`config.mk`:
```
export PLATFORM = sky130hd
export DESIGN_NAME = msgpack_scalar_header_encoder_core
export DESIGN_NICKNAME = d
export VERILOG_FILES = /design/src/hdl/msgenc_pkg.sv /design/src/hdl/msgenc_front.sv /design/src/hdl/msgenc_fifo.sv /design/src/hdl/msgenc_back.sv /design/src/hdl/msgpack_scalar_header_encoder_core.sv
export SDC_FILE = /design/constraint.sdc
export NUM_CORES = 1
export LEC_CHECK = 0
export BUFFER_PORTS_ARGS = -buffer_cell sky130_fd_sc_hd__buf_2
export CAP_MARGIN = 5
export CORE_MARGIN = 5
export CORE_UTILIZATION = 55
export DETAILED_ROUTE_END_ITERATION = 12
export PLACE_DENSITY = 0.78
export SETUP_SLACK_MARGIN = 0.3
export SLEW_MARGIN = 20
export SYNTH_ARGS = -nofsm -noshare
export SYNTH_HDL_FRONTEND = slang
export SYNTH_SLANG_ARGS = --single-unit
export TNS_END_PERCENT = 20
```
`constraint.sdc`:
```
create_clock -name clk -period 6.95 [get_ports clk]
set_input_delay 0.3475 -clock clk [delete_from_list [all_inputs] [get_ports clk]]
set_output_delay 0.3475 -clock clk [all_outputs]
set_load 0.05 [all_outputs]
```
`src/hdl/msgenc_pkg.sv`:
```
// shared types and constants for the messagepack scalar/header encoder
package msgenc_pkg;

  // value kinds carried in cmd
  localparam logic [2:0] CMD_NIL   = 3'd0;
  localparam logic [2:0] CMD_BOOL  = 3'd1;
  localparam logic [2:0] CMD_INT   = 3'd2;
  localparam logic [2:0] CMD_FLOAT = 3'd3;
  localparam logic [2:0] CMD_STR   = 3'd4;
  localparam logic [2:0] CMD_BIN   = 3'd5;
  localparam logic [2:0] CMD_ARRAY = 3'd6;
  localparam logic [2:0] CMD_MAP   = 3'd7;

  // format bytes
  localparam logic [7:0] FMT_FIXMAP   = 8'h80;
  localparam logic [7:0] FMT_FIXARRAY = 8'h90;
  localparam logic [7:0] FMT_FIXSTR   = 8'hA0;
  localparam logic [7:0] FMT_NIL      = 8'hC0;
  localparam logic [7:0] FMT_FALSE    = 8'hC2;
  localparam logic [7:0] FMT_TRUE     = 8'hC3;
  localparam logic [7:0] FMT_BIN8     = 8'hC4;
  localparam logic [7:0] FMT_BIN16    = 8'hC5;
  localparam logic [7:0] FMT_BIN32    = 8'hC6;
  localparam logic [7:0] FMT_FLOAT64  = 8'hCB;
  localparam logic [7:0] FMT_UINT8    = 8'hCC;
  localparam logic [7:0] FMT_UINT16   = 8'hCD;
  localparam logic [7:0] FMT_UINT32   = 8'hCE;
  localparam logic [7:0] FMT_UINT64   = 8'hCF;
  localparam logic [7:0] FMT_INT8     = 8'hD0;
  localparam logic [7:0] FMT_INT16    = 8'hD1;
  localparam logic [7:0] FMT_INT32    = 8'hD2;
  localparam logic [7:0] FMT_INT64    = 8'hD3;
  localparam logic [7:0] FMT_STR8     = 8'hD9;
  localparam logic [7:0] FMT_STR16    = 8'hDA;
  localparam logic [7:0] FMT_STR32    = 8'hDB;
  localparam logic [7:0] FMT_ARRAY16  = 8'hDC;
  localparam logic [7:0] FMT_ARRAY32  = 8'hDD;
  localparam logic [7:0] FMT_MAP16    = 8'hDE;
  localparam logic [7:0] FMT_MAP32    = 8'hDF;

  localparam int FIFO_DEPTH = 2;

  // one classified item: format byte, trailing bytes left-aligned, count of trailing bytes, error flag
  typedef struct packed {
    logic [7:0]  prefix;
    logic [63:0] payload;
    logic [3:0]  nbytes;
    logic        err;
  } desc_t;

endpackage

```
`src/hdl/msgenc_front.sv`:
```
// front end: accepts input transactions and classifies them into format descriptors
module msgenc_front import msgenc_pkg::*; (
  input  logic        s_valid,
  output logic        s_ready,
  input  logic [2:0]  cmd,
  input  logic [63:0] value,
  input  logic        q_full,
  output logic        q_push,
  output desc_t       q_data
);

  logic signed [63:0] sv;
  logic               too_long;
  logic               lt_10, lt_20, lt_80, lt_100, lt_10000;
  logic [7:0]         pfx;
  logic [3:0]         nb;
  logic               err;

  assign sv       = value;
  assign too_long = value[63] || (value[62:32] != '0);
  assign lt_10    = value[63:4]  == '0;
  assign lt_20    = value[63:5]  == '0;
  assign lt_80    = value[63:7]  == '0;
  assign lt_100   = value[63:8]  == '0;
  assign lt_10000 = value[63:16] == '0;

  always_comb begin
    pfx = FMT_NIL;
    nb  = 4'd0;
    err = 1'b0;
    case (cmd)
      CMD_NIL: begin
        pfx = FMT_NIL;
      end
      CMD_BOOL: begin
        pfx = value[0] ? FMT_TRUE : FMT_FALSE;
      end
      CMD_INT: begin
        if (value[63]) begin
          if (sv >= -64'sd32) begin
            pfx = value[7:0];
          end else if (sv >= -64'sd128) begin
            pfx = FMT_INT8;  nb = 4'd1;
          end else if (sv >= -64'sd32768) begin
            pfx = FMT_INT16; nb = 4'd2;
          end else if (sv >= -64'sd2147483648) begin
            pfx = FMT_INT32; nb = 4'd4;
          end else begin
            pfx = FMT_INT64; nb = 4'd8;
          end
        end else if (lt_80) begin
          pfx = value[7:0];
        end else if (lt_100) begin
          pfx = FMT_UINT8;  nb = 4'd1;
        end else if (lt_10000) begin
          pfx = FMT_UINT16; nb = 4'd2;
        end else if (!too_long) begin
          pfx = FMT_UINT32; nb = 4'd4;
        end else begin
          pfx = FMT_UINT64; nb = 4'd8;
        end
      end
      CMD_FLOAT: begin
        pfx = FMT_FLOAT64; nb = 4'd8;
      end
      CMD_STR: begin
        if (too_long) begin
          pfx = 8'h00; err = 1'b1;
        end else if (lt_20) begin
          pfx = FMT_FIXSTR | {3'b000, value[4:0]};
        end else if (lt_100) begin
          pfx = FMT_STR8;  nb = 4'd1;
        end else if (lt_10000) begin
          pfx = FMT_STR16; nb = 4'd2;
        end else begin
          pfx = FMT_STR32; nb = 4'd4;
        end
      end
      CMD_BIN: begin
        if (too_long) begin
          pfx = 8'h00; err = 1'b1;
        end else if (lt_100) begin
          pfx = FMT_BIN8;  nb = 4'd1;
        end else if (lt_10000) begin
          pfx = FMT_BIN16; nb = 4'd2;
        end else begin
          pfx = FMT_BIN32; nb = 4'd4;
        end
      end
      CMD_ARRAY: begin
        if (too_long) begin
          pfx = 8'h00; err = 1'b1;
        end else if (lt_10) begin
          pfx = FMT_FIXARRAY | {4'b0000, value[3:0]};
        end else if (lt_10000) begin
          pfx = FMT_ARRAY16; nb = 4'd2;
        end else begin
          pfx = FMT_ARRAY32; nb = 4'd4;
        end
      end
      CMD_MAP: begin
        if (too_long) begin
          pfx = 8'h00; err = 1'b1;
        end else if (lt_10) begin
          pfx = FMT_FIXMAP | {4'b0000, value[3:0]};
        end else if (lt_10000) begin
          pfx = FMT_MAP16; nb = 4'd2;
        end else begin
          pfx = FMT_MAP32; nb = 4'd4;
        end
      end
      default: begin
        pfx = FMT_NIL;
      end
    endcase
  end

  always_comb begin
    q_data.prefix = pfx;
    q_data.nbytes = nb;
    q_data.err    = err;
    // trailing bytes go out from the top of the word
    case (nb)
      4'd1:    q_data.payload = {value[7:0],  56'd0};
      4'd2:    q_data.payload = {value[15:0], 48'd0};
      4'd4:    q_data.payload = {value[31:0], 32'd0};
      4'd8:    q_data.payload = value;
      default: q_data.payload = 64'd0;
    endcase
  end

  assign s_ready = !q_full;
  assign q_push  = s_valid && !q_full;

endmodule

```
`src/hdl/msgenc_fifo.sv`:
```
// descriptor queue between the classifier and the byte serializer
module msgenc_fifo import msgenc_pkg::*; #(
  parameter int DEPTH = FIFO_DEPTH
) (
  input  logic  clk,
  input  logic  rst,
  input  logic  push,
  input  desc_t push_data,
  output logic  full,
  input  logic  pop,
  output desc_t pop_data,
  output logic  empty
);

  localparam int AW = (DEPTH > 1) ? $clog2(DEPTH) : 1;
  localparam int CW = $clog2(DEPTH + 1);

  desc_t          slots [DEPTH];
  logic [AW-1:0]  wptr;
  logic [AW-1:0]  rptr;
  logic [CW-1:0]  count;

  assign full     = count == CW'(DEPTH);
  assign empty    = count == '0;
  assign pop_data = slots[rptr];

  always_ff @(posedge clk) begin
    if (push) begin
      slots[wptr] <= push_data;
    end
  end

  always_ff @(posedge clk) begin
    if (rst) begin
      wptr  <= '0;
      rptr  <= '0;
      count <= '0;
    end else begin
      if (push) begin
        wptr <= (wptr == AW'(DEPTH - 1)) ? '0 : wptr + 1'b1;
      end
      if (pop) begin
        rptr <= (rptr == AW'(DEPTH - 1)) ? '0 : rptr + 1'b1;
      end
      if (push && !pop) begin
        count <= count + 1'b1;
      end else if (pop && !push) begin
        count <= count - 1'b1;
      end
    end
  end

endmodule

```
`src/hdl/msgenc_back.sv`:
```
// back end: serializes one descriptor into bytes behind an output register
module msgenc_back import msgenc_pkg::*; (
  input  logic       clk,
  input  logic       rst,
  input  desc_t      q_data,
  input  logic       q_empty,
  output logic       q_pop,
  output logic       m_valid,
  input  logic       m_ready,
  output logic [7:0] out_byte,
  output logic       last,
  output logic       error
);

  logic [63:0] shreg;
  logic [3:0]  remain;
  logic        adv;

  assign adv   = !m_valid || m_ready;
  assign q_pop = adv && (remain == 4'd0) && !q_empty;

  always_ff @(posedge clk) begin
    if (rst) begin
      m_valid <= 1'b0;
      remain  <= 4'd0;
    end else if (adv) begin
      if (remain != 4'd0) begin
        m_valid <= 1'b1;
        remain  <= remain - 4'd1;
      end else if (!q_empty) begin
        m_valid <= 1'b1;
        remain  <= q_data.nbytes;
      end else begin
        m_valid <= 1'b0;
      end
    end
  end

  always_ff @(posedge clk) begin
    if (adv) begin
      if (remain != 4'd0) begin
        out_byte <= shreg[63:56];
        shreg    <= {shreg[55:0], 8'd0};
        last     <= remain == 4'd1;
        error    <= 1'b0;
      end else if (!q_empty) begin
        out_byte <= q_data.prefix;
        shreg    <= q_data.payload;
        last     <= q_data.nbytes == 4'd0;
        error    <= q_data.err;
      end
    end
  end

endmodule

```
`src/hdl/msgpack_scalar_header_encoder_core.sv`:
```
// top level of the messagepack scalar and header encoder
//
//  channel  | direction | tdata                          | tlast      | tuser
//  ---------+-----------+--------------------------------+------------+-------
//  s_axis   | in        | [2:0] cmd, [66:3] value, pad   | -          | -
//  m_axis   | out       | [7:0] out_byte                 | last byte  | [0] error
//
//  each value leaves as 1 to 9 byte transactions, one per cycle unless stalled: a
//  format byte and then 0, 1, 2, 4 or 8 trailing bytes; the serializer sets the rate
//  an input transaction is accepted whenever the descriptor queue has room, even while
//  the serializer is busy or the output is stalled; its value passes through the queue
//  and then the output register before its first byte is valid
//  rst is synchronous, active high; clears the queue and the output valid
//  a stalled output holds its byte and stops the serializer; the classifier keeps
//  filling the queue until it is full
module msgpack_scalar_header_encoder_core import msgenc_pkg::*; #(
  parameter int QUEUE_DEPTH = FIFO_DEPTH
) (
  input  logic        clk,
  input  logic        rst,
  input  logic        s_axis_tvalid,
  output logic        s_axis_tready,
  input  logic [71:0] s_axis_tdata,   // [2:0] cmd, [66:3] value, [71:67] zero
  output logic        m_axis_tvalid,
  input  logic        m_axis_tready,
  output logic [7:0]  m_axis_tdata,   // [7:0] out_byte
  output logic        m_axis_tlast,
  output logic [0:0]  m_axis_tuser    // [0] error
);

  desc_t push_data;
  desc_t pop_data;
  logic  push;
  logic  pop;
  logic  full;
  logic  empty;

  // classify into format byte and trailing byte count
  msgenc_front u_front (
    .s_valid (s_axis_tvalid),
    .s_ready (s_axis_tready),
    .cmd     (s_axis_tdata[2:0]),
    .value   (s_axis_tdata[66:3]),
    .q_full  (full),
    .q_push  (push),
    .q_data  (push_data)
  );

  // decouples classification from serialization
  msgenc_fifo #(
    .DEPTH (QUEUE_DEPTH)
  ) u_fifo (
    .clk       (clk),
    .rst       (rst),
    .push      (push),
    .push_data (push_data),
    .full      (full),
    .pop       (pop),
    .pop_data  (pop_data),
    .empty     (empty)
  );

  // one byte per cycle while the output is not stalled, most significant first
  msgenc_back u_back (
    .clk      (clk),
    .rst      (rst),
    .q_data   (pop_data),
    .q_empty  (empty),
    .q_pop    (pop),
    .m_valid  (m_axis_tvalid),
    .m_ready  (m_axis_tready),
    .out_byte (m_axis_tdata),
    .last     (m_axis_tlast),
    .error    (m_axis_tuser[0])
  );

endmodule

```
Word level (Yosys, flattened, before mapping)
Memories as Yosys holds them, arrays and structs flattened. A register that Yosys moved wholly into a read port is not among the register bits.
Cells that the tools add are included.

storage, ports and cells
  word-level logic and storage cells = 124
  input bits = 76
  output and inout port bits = 12
  memories kept = 1
  register bits after elaboration = 83
  memory bits (writable) = 154

operators by class
  magnitude comparators = 4
  reductions and logical operators = 27
  equality and inequality tests = 14
  add/sub/neg operators = 5
  multiplexer cells = 63

memory list
  memory        depth  bits a word  rd ports  clocked after Yosys merged registers in  wr ports  line               text
  u_fifo.slots  2      77           1         1                                        1         msgenc_fifo.sv:18  desc_t slots [DEPTH];

operator list
  kind                                                                                    count
  64-bit one-hot mux with 4 select lines                                                  1
  8-bit 2-to-1 mux                                                                        18
  64-bit 2-to-1 mux                                                                       2
  4-bit 2-to-1 mux                                                                        17
  64-bit by 16-bit greater-or-equal comparator with 1-bit output (second input constant)  1
  64-bit by 32-bit greater-or-equal comparator with 1-bit output (second input constant)  1
  64-bit by 6-bit greater-or-equal comparator with 1-bit output (second input constant)   1
  64-bit by 8-bit greater-or-equal comparator with 1-bit output (second input constant)   1
  8-bit one-hot mux with 8 select lines                                                   1
  60-bit logical NOT                                                                      1
  59-bit logical NOT                                                                      1
  57-bit logical NOT                                                                      1
  56-bit logical NOT                                                                      1
  48-bit logical NOT                                                                      1
  31-bit nonzero test                                                                     1
  4-bit one-hot mux with 5 select lines                                                   1
  1-bit 2-to-1 mux                                                                        19
  3-bit equality test (second input constant)                                             4
  4-bit by 1-bit equality test with 1-bit output (second input constant)                  2
  4-bit logical NOT                                                                       2
  3-bit by 2-bit equality test with 1-bit output (second input constant)                  2
  2-bit 2-to-1 mux                                                                        3
  1-bit logical AND                                                                       5
  1-bit logical NOT                                                                       5
  19 further kinds                                                                        21

Logic depth before layout (Yosys ltp)
  depth after elaboration = 10
  depth in mapped cells = 9
  depth with buffers taken out = 9

Hierarchy
Synthesis repeated with hierarchy kept, for this count alone.

second synthesis, totals
  cells, all modules = 862
  area total of the unflattened synthesis = 11015.6 um^2

modules (own cells, without submodules)
  module        instances  area an instance (um^2)  sequential area each (um^2)  cells each
  msgenc_fifo   1          5896.9                   4724.5                       262
  msgenc_back   1          3467.1                   2322.2                       331
  msgenc_front  1          1651.6                   0.0                          269

Worst setup path after synthesis
OpenSTA, ideal clock, no wires.

  kind = register to register
  start = register u_back.remain[0]
  end = register u_back.remain[0]
  path slack = 1.341 ns
  data required time = 6.814 ns
  stages on the path, launching flop included = 7
  arrival time = 5.473 ns
  library setup time = 0.136 ns
  period minus slack after synthesis = 5.609 ns
  buffers on the path = 0
  cells stage by stage = dfxtp_1 inv_1 ha_1 nor3b_1 a21oi_1 o21ai_0 a221oi_1

between the ends
  longest elaborated chain between the ends = 3
  elaborated cells between the ends (all ways) = 5
  those cells by class = 1 x add/sub; 1 x eq/ne; 1 x mux; 2 x reduce/logical

RTL lines
  item                                                                                 line               text
  start: declaration                                                                   msgenc_back.sv:16  logic [3:0] remain;
  start signal: assignment                                                             msgenc_back.sv:29  remain <= remain - 4'd1;
  start signal: assignment                                                             msgenc_back.sv:32  remain <= q_data.nbytes;
  branches (longest 3 deep; another with 4-bit by 1-bit subtractor with 4-bit output)  n/a

Several ways; the timed one is not identified.
A chain may end at the register's enable or synchronous reset.

==> out/metrics.cfg <==
[sta]
skew_ns=0.0138
min_period_ns=3.17
tightest_slew_ns=1.11
setup_viol=0
tns_ns=0
rsz0062_at_grt=false
timing_hold_violations_final=0
max_freq_mhz=316
max-slew-margin-rel_pct=25.6
slew_viol_final=0
fin_crit_sh_pct=45.6

[global_routing]
grt-ovfl-total=0
grt_pass1_wl_um=41500
antenna_found_initial=0
grt_max_degree=82
grt_pass1_vias=7315
grt.total_usage_pct=24.3

[pwr]
ir_drop_uv=307
p_leak_nw=4.31
p_per_area_nw_per_um2=420

[synth]
avgSynthCellArea_um2=13.1
synth_ff_type=edfxtp_1
synth-edff-count=228
ys_ff_latch=238
syn_nets=893
synthCells=814
syn-cell-area_um2=10600
synth.distinct_cells=61
yosys_warnings=0
yosysSeqAreaShare_pct=66.2
async_reset_ff_share_pct=0

[clock_tree]
worstSkewPairLatency_ns=0.53
root_buffer=clkbuf_16
cts_made_buffers=25
cts_sinks=238
clockBufferDepth=3
post_cts_buffers=0
clkTransAtPathRegs_ns=0.06
tritoncts=done
ctsHoldBuffers=0
cts-resized-gates=0
htree_num_levels=1

[critical_path]
crit_required_ns=7.22
cp.arrival_ns=3.44
cpPeakStageDelay_ns=0.97
start_kind=input pin
path_class=input pin to flip-flop
path_max_fanout=15
cpMaxStageDelayCell=nor3_2
crit_chain=buf_2 > nor4_1 > nand4_1 > nor3_2 > nand2_1 > maj3_2 > a22o_1
worst_setup_path_end_kind=flip-flop

[routing]
via_count=7325
detail_route.iter0.violations=913
ant_nets=0
via_per_inst=6.30
drtPass1Iterations=13
drc_errors=1
routed_wirelength_um=27300
routedWlPerCell_um=23.5

[floorplanning]
die_area_um2=22200
initial_utilization_pct=56.3
die_x_um=149
rows=50
ios=88
fp.dieH_um=149
core_area_um2=18900

[cells_and_area]
area_delta_synth_final_pct=13.5
drive_gt1_share_pct=17.2
fin_nets=963
final_cell_mix=edfxtp_1 (228), nor2_1 (100), buf_2 (82)
num_antenna_cells=0
final_cells=1163
layout_commonest_cell=edfxtp_1
final_area_um2=12100

[placement]
placedCellCount=1116
place_area_um2=11300
hpwlAfterDp_um=17400
io_buffers=82
routabilityCongestion=0.938

[outcome]
violations=design-rule violations
outcome=complete, but fails checks

[job]
cap_violations=0

[worst_hold_path]
hold_path_class=input pin to flip-flop

[state kept, by name, summed over array words and instances (netlist names), named ones only]
name and cells:
u_back.m_valid 1, u_fifo.slots 154, u_back.error 1, u_back.shreg 64, u_back.remain 4, u_back.last 1, u_fifo.count 2, u_fifo.rptr 1
u_fifo.wptr 1, u_back.out_byte 8
[logic make-up (layout without fill, tap and decap cells)]
| kind of cell | Yosys count | count (layout) | synth area share [%] |
|---|---|---|---|
| and+or+nand+nor | 258 | 258 | 12.8 |
| DFF | 238 | 238 | 66.2 |
| AOI/OAI and AO/OA | 169 | 169 | 10.3 |
| muxes | 78 | 78 | 7.38 |
| buffers and inverters | 63 | 152 | 2.50 |
| adders and majority gates | 4 | 4 | 0.459 |
| xor gates and xnor gates | 4 | 4 | 0.329 |
[power by group]
| group | leakage (nW) | internal [mW] | total [mW] | switching (mW) |
|---|---|---|---|---|
| clock network | 0.379 | 0.742 | 1.26 | 0.522 |
| logic | 1.63 | 0.423 | 1.46 | 1.04 |
| registers | 2.29 | 2.21 | 2.35 | 0.138 |
[area by class of cell]
cell class	count	area, um^2
inverter	14	52.6
tap	260	325
fill	1486	6810
multi-input combinational	513	3360
clock inverter	7	76.3
sequential	238	7050
timing repair buffer	92	505
clock buffer	39	708
[Yosys cell counts, drive strengths merged (2+ instances only)]
cell | number | share of area, %
nor2 | 102 | 3.6
mux2 | 4 | 0.42
mux2i | 74 | 7.0
a22o | 19 | 1.6
and4 | 3 | 0.25
a31oi | 4 | 0.24
buf | 18 | 0.92
a32oi | 8 | 0.66
and3 | 34 | 2.0
nor3 | 13 | 0.91
a222oi | 7 | 0.66
dfxtp | 10 | 1.9
ha | 3 | 0.35
clkbuf | 31 | 1.1
a221oi | 2 | 0.16
nand4 | 18 | 1.2
a21oi | 79 | 3.9
and2 | 9 | 0.53
nor4 | 22 | 1.8
inv | 14 | 0.49
o21ai | 25 | 1.2
nand2 | 30 | 1.1
a2bb2oi | 9 | 0.80
xor2 | 4 | 0.33
or3 | 2 | 0.12
a21o | 4 | 0.28
nand3 | 20 | 0.99
edfxtp | 228 | 64
[through the flow]
stage                     hold slack [ns]  util (%)  total power [mW]  worst slack [ns]
final                               0.137      63.9              5.07              3.78
after global routing                0.131      63.9              5.34              3.77
after CTS                           0.125      63.8              5.09              3.97
after detailed placement            0.505      59.6              3.82              3.44
after global placement              0.485      59.6              3.77              3.46
after floorplan                     0.472         -              3.43              1.34
[path summary, 6_finish.rpt]
check        depth (start not counted)             endpoint  slack (ns)        startpoint
max                                  7  u_fifo.slots[1][73]        3.78  s_axis_tdata[36]
min reg2reg                          2          u_fifo.rptr        0.52       u_fifo.rptr
max reg2reg                          8     u_back.remain[0]        4.02  u_back.remain[0]
min                                  2      u_fifo.count[0]        0.14               rst
[worst max-delay path, delay by kind of cell]
family / cells / cell delay [ns]
and+or+nand+nor: 4 / 2.35
adders and majority gates: 1 / 0.38
AOI/OAI and AO/OA: 1 / 0.21
buffers and inverters: 1 / 0.13
[routing by layer]
layer	part of all wire, %	track usage (%)	vias up
li1	-	-	3301
met5	0	0	-
met2	47	38.9	390
met4	4.2	8.92	0
met3	8.7	4.35	82
met1	40	33.6	3552
Power figures use the tool's default switching activity.
